<file path="config.mk">
export PLATFORM = sky130hd
export DESIGN_NAME = polyline_resampler_core
export DESIGN_NICKNAME = d
export VERILOG_FILES = /design/src/plr_pkg.sv /design/src/plr_front.sv /design/src/plr_cmd_fifo.sv /design/src/plr_back.sv /design/src/polyline_resampler_core.sv
export SDC_FILE = /design/constraint.sdc
export NUM_CORES = 2
export LEC_CHECK = 0
export BUFFER_PORTS_ARGS = -buffer_cell sky130_fd_sc_hd__buf_4
export CAP_MARGIN = 40
export CELL_PAD_IN_SITES_DETAIL_PLACEMENT = 1
export CELL_PAD_IN_SITES_GLOBAL_PLACEMENT = 1
export CORE_MARGIN = 5
export CORE_UTILIZATION = 47
export DETAILED_ROUTE_END_ITERATION = 12
export PLACE_DENSITY_LB_ADDON = 0.1
export SYNTH_ARGS = -nofsm -noshare
export SYNTH_HDL_FRONTEND = slang
export SYNTH_SLANG_ARGS = --single-unit
</file>
<file path="constraint.sdc">
create_clock -name clk_i -period 8.3 [get_ports clk_i]
set_input_delay 0 -clock clk_i [delete_from_list [all_inputs] [get_ports clk_i]]
set_output_delay 0 -clock clk_i [all_outputs]
set_load 0.02 [all_outputs]
</file>
<file path="src/plr_pkg.sv">
// plr_pkg: shared constants and state types of the polyline resampler
// no dependencies
package plr_pkg;

  localparam int unsigned RadiusW  = 15;
  localparam int unsigned RadiusRst = 80;
  localparam int unsigned MulW     = 22;  // magnitudes below the far limit
  localparam int unsigned ProdW    = 2 * MulW;
  localparam int unsigned D2W      = ProdW + 1;
  localparam int unsigned FarShift = 22;

  typedef enum logic [8:0] {
    FsIdle  = 9'b000000001,
    FsClass = 9'b000000010,
    FsSqX   = 9'b000000100,
    FsSqY   = 9'b000001000,
    FsSqR   = 9'b000010000,
    FsCmp   = 9'b000100000,
    FsSMul  = 9'b001000000,
    FsSCmp  = 9'b010000000,
    FsPush  = 9'b100000000
  } front_state_e;

  typedef enum logic [2:0] {
    BsIdle = 3'b001,
    BsDiv  = 3'b010,
    BsEmit = 3'b100
  } back_state_e;

endpackage

</file>
<file path="src/plr_front.sv">
// plr_front: takes vertices, measures them against the last emitted point
// and queues run commands; uses plr_pkg, one shared multiplier
module plr_front import plr_pkg::*; #(
  parameter int unsigned MAX_STEPS  = 64,
  parameter int unsigned COORD_BITS = 16,
  localparam int unsigned DW = COORD_BITS + 1,
  localparam int unsigned NW = $clog2(MAX_STEPS + 1)
) (
  input  logic                         clk_i,
  input  logic                         rst_ni,
  input  logic [RadiusW-1:0]           radius_i,
  input  logic                         push_i,
  input  logic signed [COORD_BITS-1:0] point_x_i,
  input  logic signed [COORD_BITS-1:0] point_y_i,
  input  logic                         line_start_i,
  output logic                         full_o,
  output logic                         cmd_push_o,
  input  logic                         cmd_full_i,
  output logic [COORD_BITS-1:0]        cmd_last_x_o,
  output logic [COORD_BITS-1:0]        cmd_last_y_o,
  output logic [DW-1:0]                cmd_dx_o,
  output logic [DW-1:0]                cmd_dy_o,
  output logic [NW-1:0]                cmd_n_o,
  output logic                         cmd_clamped_o
);

  front_state_e state_q, state_d;
  logic [COORD_BITS-1:0] px_q, py_q, last_x_q, last_y_q;
  logic                  start_q, active_q;
  logic [DW-1:0]         dx_q, dy_q;
  logic [MulW-1:0]       ax_q, ay_q, nr_q, mul_a, mul_b;
  logic [ProdW-1:0]      prod_q;
  logic [D2W-1:0]        d2_q;
  logic [NW-1:0]         k_q, n_q;
  logic                  clamp_q;

  logic [DW-1:0]         dx_c, dy_c, ax_c, ay_c;
  logic [DW+MulW-1:0]    ax_ext, ay_ext;
  logic                  far_big;
  logic [D2W-1:0]        r2_ext;
  logic [D2W+1:0]        d2x4, r2_ext4;

  assign dx_c = DW'($signed({px_q[COORD_BITS-1], px_q}) -
                    $signed({last_x_q[COORD_BITS-1], last_x_q}));
  assign dy_c = DW'($signed({py_q[COORD_BITS-1], py_q}) -
                    $signed({last_y_q[COORD_BITS-1], last_y_q}));
  assign ax_c = dx_c[DW-1] ? DW'(-dx_c) : dx_c;
  assign ay_c = dy_c[DW-1] ? DW'(-dy_c) : dy_c;
  assign ax_ext = {{MulW{1'b0}}, ax_c};
  assign ay_ext = {{MulW{1'b0}}, ay_c};
  assign far_big = ((ax_ext >> FarShift) != '0) || ((ay_ext >> FarShift) != '0);

  assign r2_ext  = {1'b0, prod_q};
  assign d2x4    = {d2_q, 2'b00};
  assign r2_ext4 = {2'b00, r2_ext};

  always_comb begin
    mul_a = nr_q;
    mul_b = nr_q;
    unique case (state_q)
      FsSqX: begin
        mul_a = ax_q;
        mul_b = ax_q;
      end
      FsSqY: begin
        mul_a = ay_q;
        mul_b = ay_q;
      end
      FsSqR: begin
        mul_a = MulW'(radius_i);
        mul_b = MulW'(radius_i);
      end
      default: ;
    endcase
  end

  always_comb begin
    state_d = state_q;
    unique case (state_q)
      FsIdle:  if (push_i) state_d = FsClass;
      FsClass: begin
        if (start_q || !active_q || far_big) state_d = FsPush;
        else state_d = FsSqX;
      end
      FsSqX:   state_d = FsSqY;
      FsSqY:   state_d = FsSqR;
      FsSqR:   state_d = FsCmp;
      FsCmp: begin
        if (d2_q > r2_ext) state_d = FsSMul;
        else if (d2x4 < r2_ext4) state_d = FsIdle;  // near point dropped
        else state_d = FsPush;
      end
      FsSMul:  state_d = FsSCmp;
      FsSCmp: begin
        if ({1'b0, prod_q} >= d2_q || k_q == NW'(MAX_STEPS)) state_d = FsPush;
        else state_d = FsSMul;
      end
      FsPush:  if (!cmd_full_i) state_d = FsIdle;
      default: state_d = FsIdle;
    endcase
  end

  always_ff @(posedge clk_i or negedge rst_ni) begin
    if (!rst_ni) begin
      state_q  <= FsIdle;
      active_q <= 1'b0;
      last_x_q <= '0;
      last_y_q <= '0;
    end else begin
      state_q <= state_d;
      if (cmd_push_o) begin
        active_q <= 1'b1;
        last_x_q <= px_q;
        last_y_q <= py_q;
      end
    end
  end

  always_ff @(posedge clk_i) begin
    prod_q <= ProdW'(mul_a * mul_b);
    unique case (state_q)
      FsIdle: begin
        if (push_i) begin
          px_q    <= point_x_i;
          py_q    <= point_y_i;
          start_q <= line_start_i;
        end
      end
      FsClass: begin
        start_q <= start_q || !active_q;
        dx_q    <= dx_c;
        dy_q    <= dy_c;
        ax_q    <= ax_ext[MulW-1:0];
        ay_q    <= ay_ext[MulW-1:0];
        n_q     <= (far_big && active_q && !start_q) ? NW'(MAX_STEPS) : NW'(1);
        clamp_q <= far_big && active_q && !start_q;
      end
      FsSqY: d2_q <= {1'b0, prod_q};
      FsSqR: d2_q <= d2_q + {1'b0, prod_q};
      FsCmp: begin
        nr_q    <= MulW'(radius_i);
        k_q     <= NW'(1);
        n_q     <= NW'(1);
        clamp_q <= 1'b0;
      end
      FsSCmp: begin
        if ({1'b0, prod_q} >= d2_q) begin
          n_q <= k_q;
        end else if (k_q == NW'(MAX_STEPS)) begin
          n_q     <= k_q;
          clamp_q <= 1'b1;
        end else begin
          k_q  <= k_q + NW'(1);
          nr_q <= nr_q + MulW'(radius_i);
        end
      end
      default: ;
    endcase
  end

  assign full_o        = (state_q != FsIdle);
  assign cmd_push_o    = (state_q == FsPush) && !cmd_full_i;
  assign cmd_last_x_o  = start_q ? px_q : last_x_q;
  assign cmd_last_y_o  = start_q ? py_q : last_y_q;
  assign cmd_dx_o      = start_q ? '0 : dx_q;
  assign cmd_dy_o      = start_q ? '0 : dy_q;
  assign cmd_n_o       = n_q;
  assign cmd_clamped_o = clamp_q;

endmodule

</file>
<file path="src/plr_cmd_fifo.sv">
// plr_cmd_fifo: two-entry queue of run commands between front and back
// depends on plr_pkg only by convention
module plr_cmd_fifo import plr_pkg::*; #(
  parameter int unsigned W = 8
) (
  input  logic         clk_i,
  input  logic         rst_ni,
  input  logic         wr_i,
  input  logic [W-1:0] wdata_i,
  output logic         full_o,
  input  logic         rd_i,
  output logic [W-1:0] rdata_o,
  output logic         empty_o
);

  logic [W-1:0] mem_q [2];
  logic         wptr_q, rptr_q;
  logic [1:0]   cnt_q;

  always_ff @(posedge clk_i or negedge rst_ni) begin
    if (!rst_ni) begin
      wptr_q <= 1'b0;
      rptr_q <= 1'b0;
      cnt_q  <= '0;
    end else begin
      if (wr_i) wptr_q <= !wptr_q;
      if (rd_i) rptr_q <= !rptr_q;
      cnt_q <= cnt_q + 2'(wr_i) - 2'(rd_i);
    end
  end

  always_ff @(posedge clk_i) begin
    if (wr_i) mem_q[wptr_q] <= wdata_i;
  end

  assign full_o  = cnt_q == 2'd2;
  assign empty_o = cnt_q == 2'd0;
  assign rdata_o = mem_q[rptr_q];

endmodule

</file>
<file path="src/plr_back.sv">
// plr_back: expands one run command into evenly spaced points
// uses plr_pkg; one restoring divider per axis, then add-and-correct steps
module plr_back import plr_pkg::*; #(
  parameter int unsigned MAX_STEPS  = 64,
  parameter int unsigned COORD_BITS = 16,
  localparam int unsigned DW = COORD_BITS + 1,
  localparam int unsigned NW = $clog2(MAX_STEPS + 1),
  localparam int unsigned CW = $clog2(DW)
) (
  input  logic                  clk_i,
  input  logic                  rst_ni,
  input  logic                  cmd_empty_i,
  output logic                  cmd_pop_o,
  input  logic [COORD_BITS-1:0] cmd_last_x_i,
  input  logic [COORD_BITS-1:0] cmd_last_y_i,
  input  logic [DW-1:0]         cmd_dx_i,
  input  logic [DW-1:0]         cmd_dy_i,
  input  logic [NW-1:0]         cmd_n_i,
  input  logic                  cmd_clamped_i,
  output logic [COORD_BITS-1:0] out_x_o,
  output logic [COORD_BITS-1:0] out_y_o,
  output logic                  last_of_run_o,
  output logic                  steps_clamped_o,
  output logic                  empty_o,
  input  logic                  pop_i
);

  back_state_e state_q;
  logic [COORD_BITS-1:0] lx_q, ly_q, ox_q, oy_q;
  logic                  sx_q, sy_q, clamp_q, olast_q, oclamp_q, ovalid_q;
  logic [DW-1:0]         mx_q, my_q, qx_q, qy_q;
  logic [NW-1:0]         n_q, k_q, rx_q, ry_q, arx_q, ary_q;
  logic [CW-1:0]         cnt_q;

  logic [NW:0]           tx, ty, sumx, sumy;
  logic                  bx, by, cx, cy, emit;
  logic [DW-1:0]         nqx, nqy, ptx, pty;

  function automatic logic [DW-1:0] acc_add(logic [DW-1:0] a, logic [DW-1:0] b,
                                            logic c);
    acc_add = a + b + DW'(c);
  endfunction

  // one quotient bit per axis and cycle
  assign tx = {rx_q, mx_q[DW-1]};
  assign ty = {ry_q, my_q[DW-1]};
  assign bx = tx >= {1'b0, n_q};
  assign by = ty >= {1'b0, n_q};

  // running round(k*|d|/n) as quotient plus remainder biased by n/2
  assign sumx = {1'b0, arx_q} + {1'b0, rx_q};
  assign sumy = {1'b0, ary_q} + {1'b0, ry_q};
  assign cx   = sumx >= {1'b0, n_q};
  assign cy   = sumy >= {1'b0, n_q};
  assign nqx  = acc_add(qx_q, mx_q, cx);
  assign nqy  = acc_add(qy_q, my_q, cy);
  assign ptx  = sx_q ? DW'({lx_q[COORD_BITS-1], lx_q} - nqx)
                     : DW'({lx_q[COORD_BITS-1], lx_q} + nqx);
  assign pty  = sy_q ? DW'({ly_q[COORD_BITS-1], ly_q} - nqy)
                     : DW'({ly_q[COORD_BITS-1], ly_q} + nqy);

  assign emit      = (state_q == BsEmit) && (!ovalid_q || pop_i);
  assign cmd_pop_o = (state_q == BsIdle) && !cmd_empty_i;

  always_ff @(posedge clk_i or negedge rst_ni) begin
    if (!rst_ni) begin
      state_q  <= BsIdle;
      ovalid_q <= 1'b0;
    end else begin
      unique case (state_q)
        BsIdle: if (!cmd_empty_i) state_q <= BsDiv;
        BsDiv:  if (cnt_q == CW'(DW - 1)) state_q <= BsEmit;
        BsEmit: if (emit && k_q == n_q) state_q <= BsIdle;
        default: state_q <= BsIdle;
      endcase
      if (emit) ovalid_q <= 1'b1;
      else if (pop_i) ovalid_q <= 1'b0;
    end
  end

  always_ff @(posedge clk_i) begin
    unique case (state_q)
      BsIdle: begin
        lx_q    <= cmd_last_x_i;
        ly_q    <= cmd_last_y_i;
        sx_q    <= cmd_dx_i[DW-1];
        sy_q    <= cmd_dy_i[DW-1];
        mx_q    <= cmd_dx_i[DW-1] ? DW'(-cmd_dx_i) : cmd_dx_i;
        my_q    <= cmd_dy_i[DW-1] ? DW'(-cmd_dy_i) : cmd_dy_i;
        n_q     <= cmd_n_i;
        clamp_q <= cmd_clamped_i;
        rx_q    <= '0;
        ry_q    <= '0;
        cnt_q   <= '0;
      end
      BsDiv: begin
        mx_q  <= {mx_q[DW-2:0], bx};
        my_q  <= {my_q[DW-2:0], by};
        rx_q  <= bx ? NW'(tx - {1'b0, n_q}) : tx[NW-1:0];
        ry_q  <= by ? NW'(ty - {1'b0, n_q}) : ty[NW-1:0];
        cnt_q <= cnt_q + CW'(1);
        qx_q  <= '0;
        qy_q  <= '0;
        arx_q <= n_q >> 1;
        ary_q <= n_q >> 1;
        k_q   <= NW'(1);
      end
      BsEmit: begin
        if (emit) begin
          qx_q     <= nqx;
          qy_q     <= nqy;
          arx_q    <= cx ? NW'(sumx - {1'b0, n_q}) : sumx[NW-1:0];
          ary_q    <= cy ? NW'(sumy - {1'b0, n_q}) : sumy[NW-1:0];
          k_q      <= k_q + NW'(1);
          ox_q     <= ptx[COORD_BITS-1:0];
          oy_q     <= pty[COORD_BITS-1:0];
          olast_q  <= (k_q == n_q);
          oclamp_q <= clamp_q;
        end
      end
      default: ;
    endcase
  end

  assign out_x_o         = ox_q;
  assign out_y_o         = oy_q;
  assign last_of_run_o   = olast_q;
  assign steps_clamped_o = oclamp_q;
  assign empty_o         = !ovalid_q;

endmodule

</file>
<file path="src/polyline_resampler_core.sv">
// polyline_resampler_core: top level of the polyline resampler
// uses plr_pkg, plr_front, plr_cmd_fifo, plr_back
//
// Usage: vertices enter through a queue-style port (push/full); an item is
// taken at a clock edge with push high and full low. Results leave through
// a queue-style port (empty/pop); the oldest point sits on the out ports
// while empty is low and leaves on an edge with pop high.
// The spacing register is written through cfg_valid_i/cfg_data_i; ready is
// always high. Write it only while the block is idle.
// Front: a start or passthrough vertex goes from classify straight to push,
// a near or mid one through the squares and compare, a subdivided one on
// via the shared multiplier stepping n*r (n <= MAX_STEPS). Back: takes a
// command, divides, then one point per cycle unless a result is held. A
// two-entry command queue lets the front work ahead while the back waits
// on a stalled receiver; a held result keeps its value until popped.
// Reset clears the last emitted point to zero, marks no line active, sets
// the spacing to 80 and empties all queues.
module polyline_resampler_core import plr_pkg::*; #(
  parameter int unsigned MAX_STEPS  = 64,
  parameter int unsigned COORD_BITS = 16
) (
  input  logic                         clk_i,
  input  logic                         rst_ni,
  input  logic                         cfg_valid_i,
  output logic                         cfg_ready_o,
  input  logic [RadiusW-1:0]           cfg_data_i,
  input  logic                         push,
  output logic                         full,
  input  logic signed [COORD_BITS-1:0] point_x_i,
  input  logic signed [COORD_BITS-1:0] point_y_i,
  input  logic                         line_start_i,
  output logic                         empty,
  input  logic                         pop,
  output logic signed [COORD_BITS-1:0] out_x_o,
  output logic signed [COORD_BITS-1:0] out_y_o,
  output logic                         last_of_run_o,
  output logic                         steps_clamped_o
);

  localparam int unsigned DW = COORD_BITS + 1;
  localparam int unsigned NW = $clog2(MAX_STEPS + 1);
  localparam int unsigned CmdW = 2 * COORD_BITS + 2 * DW + NW + 1;

  logic [RadiusW-1:0]    radius_q;
  logic                  cmd_push, cmd_full, cmd_pop, cmd_empty;
  logic [COORD_BITS-1:0] f_lx, f_ly, b_lx, b_ly;
  logic [DW-1:0]         f_dx, f_dy, b_dx, b_dy;
  logic [NW-1:0]         f_n, b_n;
  logic                  f_cl, b_cl;
  logic [CmdW-1:0]       cmd_wdata, cmd_rdata;

  always_ff @(posedge clk_i or negedge rst_ni) begin
    if (!rst_ni) begin
      radius_q <= RadiusW'(RadiusRst);
    end else if (cfg_valid_i) begin
      radius_q <= cfg_data_i;
    end
  end

  assign cfg_ready_o = 1'b1;

  plr_front #(.MAX_STEPS(MAX_STEPS), .COORD_BITS(COORD_BITS)) u_front (
    .clk_i, .rst_ni,
    .radius_i      (radius_q),
    .push_i        (push),
    .point_x_i, .point_y_i, .line_start_i,
    .full_o        (full),
    .cmd_push_o    (cmd_push),
    .cmd_full_i    (cmd_full),
    .cmd_last_x_o  (f_lx),
    .cmd_last_y_o  (f_ly),
    .cmd_dx_o      (f_dx),
    .cmd_dy_o      (f_dy),
    .cmd_n_o       (f_n),
    .cmd_clamped_o (f_cl)
  );

  assign cmd_wdata = {f_lx, f_ly, f_dx, f_dy, f_n, f_cl};
  assign {b_lx, b_ly, b_dx, b_dy, b_n, b_cl} = cmd_rdata;

  plr_cmd_fifo #(.W(CmdW)) u_fifo (
    .clk_i, .rst_ni,
    .wr_i    (cmd_push),
    .wdata_i (cmd_wdata),
    .full_o  (cmd_full),
    .rd_i    (cmd_pop),
    .rdata_o (cmd_rdata),
    .empty_o (cmd_empty)
  );

  plr_back #(.MAX_STEPS(MAX_STEPS), .COORD_BITS(COORD_BITS)) u_back (
    .clk_i, .rst_ni,
    .cmd_empty_i     (cmd_empty),
    .cmd_pop_o       (cmd_pop),
    .cmd_last_x_i    (b_lx),
    .cmd_last_y_i    (b_ly),
    .cmd_dx_i        (b_dx),
    .cmd_dy_i        (b_dy),
    .cmd_n_i         (b_n),
    .cmd_clamped_i   (b_cl),
    .out_x_o, .out_y_o, .last_of_run_o, .steps_clamped_o,
    .empty_o         (empty),
    .pop_i           (pop)
  );

endmodule

</file>
==> impl_metrics.json <==
{
  "top_usage_layer": "met2",
  "mostFrequentLayoutCell": "inv_1",
  "wirelength_mm": 141.5,
  "clk_latency_ns": 0.68,
  "worst_ep_required_time_ns": 8.84,
  "gr-total-overflow": 0,
  "worst_slack_ns": -0.1639,
  "post-route-period-util": 1.020,
  "synthXorXnorAreaFrac": 0.05878,
  "initial_core_util": 0.4721,
  "fin_nets": 6032,
  "max_cap_viol_count": 0,
  "fin_worst_skew_ns": 0.05755,
  "detail_route.vias_per_cell": 5.401,
  "antennaDiodeCount": 0,
  "vias": 35700,
  "pin_count": 90,
  "ys_ff_latch": 619,
  "syn2layout_area_growth_pct": 18.38,
  "syn_area_um2": 48720,
  "synth_simple_gate_area_frac": 0.1093,
  "synth_fa_ha_area_frac": 0.2635,
  "ys_types": 94,
  "setup_tns_ns": -0.6138,
  "ys_warn_count": 0,
  "cts_tree": "done",
  "rsz0062_at_grt": "true",
  "met2_usage": 0.4689,
  "slowest_delay_ns": 0.60,
  "clk_pin_slew_ns": 0.06,
  "drtAntennaViolNets": 0,
  "dominantRegCellSynth": "edfxtp_1",
  "core_um2": 103200,
  "status": "finished with violations",
  "grt_pass1_wl_mm": 221.1,
  "synth_top_family_by_area": "adder cells",
  "synth_edf_count": 511,
  "slowest_stage": "fa_1",
  "drc_errors": 0,
  "start_kind": "register",
  "drt-wirelength-per-cell_um": 21.40,
  "port_buffers": 88,
  "fp.dieH_um": 332.0,
  "worst_ep_arrival_time_ns": 9.00,
  "synth_seq_area_share": 0.3661,
  "synth_area_per_cell_um2": 10.30,
  "setup_viol": 8,
  "min_path_type": "in -> reg",
  "place.gp.congestion": 0.9225,
  "antenna_found_initial": 5,
  "timing.slew.headroom": 0.3951,
  "synth_compound_area_frac": 0.1062,
  "fp.dieW_um": 332.0,
  "tightestPinTransition_ns": 0.9074,
  "end_kind": "register",
  "grt.met3_usage": 0.02655,
  "syn_nets": 5591,
  "root_buffer": "clkbuf_16",
  "period_minus_slack_ns": 8.464,
  "cts_buffer_depth": 3,
  "cts_buffers": 74,
  "use_met1": 0.3132,
  "final_layout_size_suffix_gt1_frac": 0.1631,
  "drtPass1Iterations": 5,
  "grt_usage": 0.2530,
  "async_flop_share": 0.1050,
  "grt_pass1_vias": 39230,
  "critPathMaxFanout": 7,
  "cts_max_level": 3,
  "grt_max_degree": 78,
  "cts.sinks": 619,
  "clock.fmax_ghz": 0.1181,
  "synth_mux_area_frac": 0.02799,
  "layout_common_cells": "inv_1 (702), edfxtp_1 (511), ha_1 (429)",
  "violations": "negative setup slack",
  "finalHoldViolCount": 0,
  "dieArea_um2": 110200,
  "rows": 118,
  "slew_violations": 0,
  "drtIter0Drc": 1775,
  "r2r_slack_ns": -0.16,
  "netlist_instances": 4729,
  "dp_slack_ns": -0.5048,
  "dp_hpwl_mm": 110.1,
  "crit_type": "reg -> reg"
}
path summary, 6_finish.rpt:
| check | from | end | cells after the start |
|---|---|---|---|
| worst max-delay path | u_front.state_q[0]$_DFFE_PN1P_ | u_front.prod_q[41]$_DFF_P_ | 34 |
| worst min-delay path | point_x_i[9] | u_front.px_q[9]$_DFFE_PP_ | 2 |
| worst max register to register | u_front.state_q[0]$_DFFE_PN1P_ | u_front.prod_q[41]$_DFF_P_ | 34 |
| worst min register to register | u_back.clamp_q$_DFFE_PN_ | u_back.steps_clamped_o$_DFFE_PP_ | 0 |
| max in group asynchronous | rst_ni | u_front.last_y_q[3]$_DFFE_PN0P_ | 4 |
| min in group asynchronous | rst_ni | u_front.last_y_q[15]$_DFFE_PN0P_ | 4 |
Yosys cell counts, types with 42 or more instances:
cell type | count | share of area
clkbuf_1 | 115 | 0.0089
nand2_1 | 352 | 0.027
xnor2_1 | 215 | 0.039
xor2_1 | 112 | 0.020
nor2b_1 | 76 | 0.0098
dfrtp_1 | 61 | 0.031
edfxtp_1 | 511 | 0.31
nor2_1 | 354 | 0.027
dfxtp_1 | 43 | 0.018
nand3_1 | 58 | 0.0060
a21o_1 | 75 | 0.012
and3_1 | 70 | 0.0090
ha_1 | 447 | 0.11
o21bai_1 | 45 | 0.0069
o21a_1 | 42 | 0.0065
mux2_2 | 90 | 0.021
o21ai_0 | 209 | 0.021
fa_1 | 362 | 0.15
inv_1 | 723 | 0.056
a21oi_1 | 259 | 0.027
nor3_1 | 44 | 0.0045
kinds of logic (layout without fill, tap and decap cells):
family                   Yosys count  in the layout
flip-flops                       619            619
multiplexers                     125            125
adder cells (fa/ha/maj)          809            809
other                              1              1
AO/OA/AOI/OAI                    834            834
XOR/XNOR                         327            327
AND/OR/NAND/NOR                 1141           1141
buffers and inverters            873           1375
timing repair:
item	CTS	global route
hold buffers	69	0
endpoints found under the hold margin	120	0
setup buffers	35	20
pin swaps	78	67
endpoints found under the setup margin	20	29
cloned	4	1
resized for setup	154	80
routing by layer:
metal,wire length (µm),vias to the layer above
met3,4618,227
met1,58450,18070
met5,13,-
met4,4644,2
li1,-,16800
met2,73740,605
final cells by class:
cell class | instances | area [µm²]
Timing Repair Buffer | 503 | 4274
Clock inverter | 41 | 586.8
Tap cell | 1380 | 1727
Inverter | 735 | 2788
Fill cell | 11130 | 45520
Sequential cell | 619 | 17840
Clock buffer | 96 | 1984
Multi-Input combinational cell | 3237 | 28480
worst max-delay path: cells and delay by family, from the launching register on:
family	cells	cell delay, ns
buffers and inverters	9	0.74
AO/OA/AOI/OAI	7	1.50
flip-flops	1	0.58
adder cells (fa/ha/maj)	8	3.93
XOR/XNOR	1	0.09
AND/OR/NAND/NOR	9	1.46
stage by stage:
stage | util | instance area [µm²] | hold slack (ns) | cells
floorplan | - | 48790 | -0.2956 | 4729
global placement | 0.5119 | 52820 | 0.1781 | 6338
detailed placement | 0.5131 | 52960 | -0.1163 | 6346
CTS | 0.5541 | 57180 | 0.03941 | 6591
global route | 0.5589 | 57680 | 0.06326 | 6611
finish | 0.5589 | 57680 | 0.08142 | 6611
sequential cells by signal, indices dropped and copies added, names as in the netlist, 17 cells and up:
register / cells
u_front.prod_q: 43
u_front.ax_q: 17
u_back.mx_q: 17
u_front.d2_q: 45
u_fifo.mem_q: 148
u_back.my_q: 17
u_front.nr_q: 22
u_front.ay_q: 17
Power is not shown: default switching activity piles up to over one toggle a cycle in this logic, so the estimate is an artifact.
